`config.mk`:
```
export PLATFORM = sky130hd
export DESIGN_NAME = edt_hash
export DESIGN_NICKNAME = d
export VERILOG_FILES = /design/src/hdl/edt_pkg.sv /design/src/hdl/edt_hash.sv
export SDC_FILE = /design/constraint.sdc
export NUM_CORES = 1
export LEC_CHECK = 0
export BUFFER_PORTS_ARGS = -buffer_cell sky130_fd_sc_hd__clkbuf_2
export CAP_MARGIN = 30
export CORE_ASPECT_RATIO = 1.2
export CORE_UTILIZATION = 40
export DETAILED_ROUTE_END_ITERATION = 6
export GPL_ROUTABILITY_DRIVEN = 1
export GPL_TIMING_DRIVEN = 0
export MAX_ROUTING_LAYER = met4
export PLACE_DENSITY = 0.63
export REMOVE_ABC_BUFFERS = 1
export SKIP_LAST_GASP = 1
export SLEW_MARGIN = 20
export SYNTH_ARGS = -nofsm -noshare
export SYNTH_HDL_FRONTEND = slang
export SYNTH_SLANG_ARGS = --single-unit
```
`constraint.sdc`:
```
create_clock -name clk -period 6.8 [get_ports clk]
set_input_delay 1.02 -clock clk [delete_from_list [all_inputs] [get_ports clk]]
set_output_delay 1.02 -clock clk [all_outputs]
set_load 0.1 [all_outputs]
```
`src/hdl/edt_pkg.sv`:
```
`default_nettype none

package edt_pkg;

    // Vertex numbers and the packed canonical key (smaller vertex in the low half).
    localparam int VERTEX_BITS = 16;
    localparam int KEY_BITS    = 2 * VERTEX_BITS;

    // Edge table and bucket table sizes. BUCKET_COUNT must be a power of two,
    // because the hash is reduced to a bucket number by keeping its low bits.
    localparam int TABLE_DEPTH  = 4096;
    localparam int BUCKET_COUNT = 8192;

    localparam int IDX_BITS   = $clog2(TABLE_DEPTH);
    localparam int CNT_BITS   = $clog2(TABLE_DEPTH + 1);
    localparam int BKT_BITS   = $clog2(BUCKET_COUNT);
    localparam int PROBE_BITS = BKT_BITS + 1;

    // Width of the reported signed edge index.
    localparam int EDGE_INDEX_BITS = 13;

    // Multiplicative hash constant.
    localparam logic [KEY_BITS-1:0] HASH_MULT = 32'h9E3779B1;
    localparam int HASH_SHIFT = 15;

    // Input modes.
    localparam logic MODE_ADD   = 1'b0;
    localparam logic MODE_CLEAR = 1'b1;

    typedef logic [VERTEX_BITS-1:0]            vertex_t;
    typedef logic [KEY_BITS-1:0]               key_t;
    typedef logic [IDX_BITS-1:0]               idx_t;
    typedef logic [CNT_BITS-1:0]               cnt_t;
    typedef logic [BKT_BITS-1:0]               bkt_t;
    typedef logic [PROBE_BITS-1:0]             probe_t;
    typedef logic signed [EDGE_INDEX_BITS-1:0] edge_index_t;

endpackage

`default_nettype wire

```
`src/hdl/edt_hash.sv`:
```
`default_nettype none

// Bucket hash: registered multiply, then an xor-shift fold and low-bit reduction.
module edt_hash (
    input  wire logic          clk,
    input  wire edt_pkg::key_t key,
    output edt_pkg::bkt_t      pos
);

    edt_pkg::key_t prod_reg;
    edt_pkg::key_t mix;

    // The product is taken modulo 2^32, as the key width sets.
    always_ff @(posedge clk)
    begin
        prod_reg <= key * edt_pkg::HASH_MULT;
    end

    assign mix = prod_reg ^ (prod_reg >> edt_pkg::HASH_SHIFT);
    assign pos = mix[edt_pkg::BKT_BITS-1:0];

endmodule

`default_nettype wire

```
==> run metrics <==
placed cell area 7690 sq um; gr usage total 0.180; layout net count 1099; fmax 159 MHz; post-route setup TNS 0 ps; ratio of cells with drive above 1 in the final layout 0.0668; max cap viols 0; unique cell type count in the Yosys netlist 34; Final Cycle Share 0.926; Critical Path RT 6930 ps; DRC 0; ANT nets after route 0; FF+latch count, synth 26; Avg Cell Area, Syn 9.63 sq um; Die Ht 149 microns; Crit. Startpoint key[6]; Starting Density 0.410; Final HPWL DP 14000 microns; ys flop type dfxtp_1; max FFs per register 26; Area growth, synth to finish 8.12%; vias in the first global route 4957; Die W 125 microns; post-cts gate resize count 0; Post-synth EDFFs 0; Remaining Overflow, GRT 0; Setup crit end kind register; setup violators final 0; Root Buffer clkbuf_16; Worst Max-Slew Pin Slew 555 ps; Hold Buf Count CTS 0; Setup crit start kind primary input; crit path to prod_reg[27]; CTS tree yes; FP Rows 53; core area 17600 sq um; relative slew slack 0.629; Hold Fails Final Rpt 0; post-route minimum period 6300 ps; initial antenna violation count 0; Routed WL 14800 microns; First DRT Iteration DRCs 148; CP max FO 6; final std cells w/o fill 1014; Wirelength per Cell 14.6 microns; CTS Buf Count 3; Sink Count 26; H-tree lvl count 1; post-synthesis sequential area ratio 0.0722; GPL Wtd Cong 0.882; Die ar. 18600 sq um; Vias 4506; Crit Path Category in2reg; RSZ-0062 raised after global routing no; Post-Synthesis Cells 749; Pre-antenna DRT Iters 4; global-route track usage on met2 0.319; # IOs 46; largest net degree at the start of global routing 16; busiest grt layer met2; Post-CTS Setup Bufs 0; Vias/cell 4.44; Slew Limit Fails 0; first-pass GRT wire length 24900 microns; antenna cell count 0; Async SR Flop Fraction 0; Max clock buf depth 2; placed insts 1010; Ys Warns 0; number of fill cells in the layout 1682; GR Util met3 0.00789; Finished Cell Area 7800 sq um; status finished, final reports clean; clock input transition at the sequential cells of the worst setup and hold paths 60 ps; port bufs 41; met1 usage 0.226; Cell Area, Synth 7210 sq um; Min-Delay Path Class in2reg; Worst EP arrival 6430 ps
==> Yosys cell counts (all sizes together), types with 2 or more instances <==
master | number | share of area
a2111oi | 2 | 0.0035
a21o | 7 | 0.0073
a21oi | 19 | 0.014
a41oi | 2 | 0.0035
dfxtp | 26 | 0.072
fa | 144 | 0.40
ha | 127 | 0.22
inv | 309 | 0.16
nand2 | 8 | 0.0042
nand2b | 2 | 0.0017
nand3 | 4 | 0.0028
nor2 | 8 | 0.0042
nor3 | 4 | 0.0035
o21ai | 6 | 0.0042
o21bai | 5 | 0.0052
xnor2 | 38 | 0.046
xor2 | 26 | 0.032
==> cell usage in the layout, fill, tap and decap left out, drive strengths merged, types with 2 or more instances in the layout <==
cell	n
a2111oi	2
a21o	7
a21oi	19
a41oi	2
clkbuf	44
dfxtp	26
fa	144
ha	127
inv	309
nand2	8
nand2b	2
nand3	4
nor2	8
nor3	4
o21ai	6
o21bai	5
xnor2	38
xor2	26
==> layout make-up <==
class,instances,area (sq um),share of cell area
clock buffers,3,75.1,0.00963
clock inverters,1,30.0,0.00385
inverters,309,1160,0.149
multi-input cells,414,5530,0.709
flip-flops and latches,26,520,0.0668
well taps,220,275,0.0353
repair buffers,41,205,0.0263
==> routing by layer <==
| metal | wire length (microns) | share of wire |
|---|---|---|
| met2 | 7560 | 0.51 |
| met1 | 6590 | 0.45 |
| met4 | 261 | 0.018 |
| met5 | 0 | 0 |
| met3 | 368 | 0.025 |
==> how the worst min path moves through the flow <==
stage          cells after the start          end   start
4_1_cts                            1  prod_reg[3]  key[3]
2_1_floorplan                      0  prod_reg[0]  key[0]
3_5_place_dp                       1  prod_reg[3]  key[3]
5_1_grt                            1  prod_reg[3]  key[3]
3_3_place_gp                       1  prod_reg[3]  key[3]
6_report                           1  prod_reg[3]  key[3]
==> metrics by stage <==
| step | hold WS (ps) | utilization | setup WS [ps] |
|---|---|---|---|
| 2_1_floorplan | 1050 | - | 933 |
| 3_3_place_gp | 1220 | 0.438 | 231 |
| 3_5_place_dp | 1220 | 0.438 | 229 |
| 4_1_cts | 948 | 0.444 | 498 |
| 5_1_grt | 958 | 0.444 | 295 |
| 6_report | 962 | 0.444 | 500 |
==> critical path, stage by stage <==
cell      delay (ps)
clkbuf_2         200
inv_1            140
fa_1             550
inv_1             60
fa_1             530
inv_1             50
fa_1             530
inv_1             50
ha_1             270
inv_1             50
fa_1             540
fa_1             530
fa_1             570
inv_1             50
ha_1             360
a21o_1           220
a21o_1           180
a221oi_2         350
xnor2_1          170
==> cell families (layout without fill, tap and decap cells) <==
family | Yosys count | after routing | share of synthesized area
adders and majority gates | 271 | 271 | 0.620
DFF | 26 | 26 | 0.0722
AOI/OAI and AO/OA | 48 | 48 | 0.0482
and+or+nand+nor | 31 | 31 | 0.0208
xor gates and xnor gates | 64 | 64 | 0.0777
buffers and inverters | 309 | 354 | 0.161
Power is not shown: default switching activity piles up to over one toggle a cycle in this logic, so the estimate is an artifact.
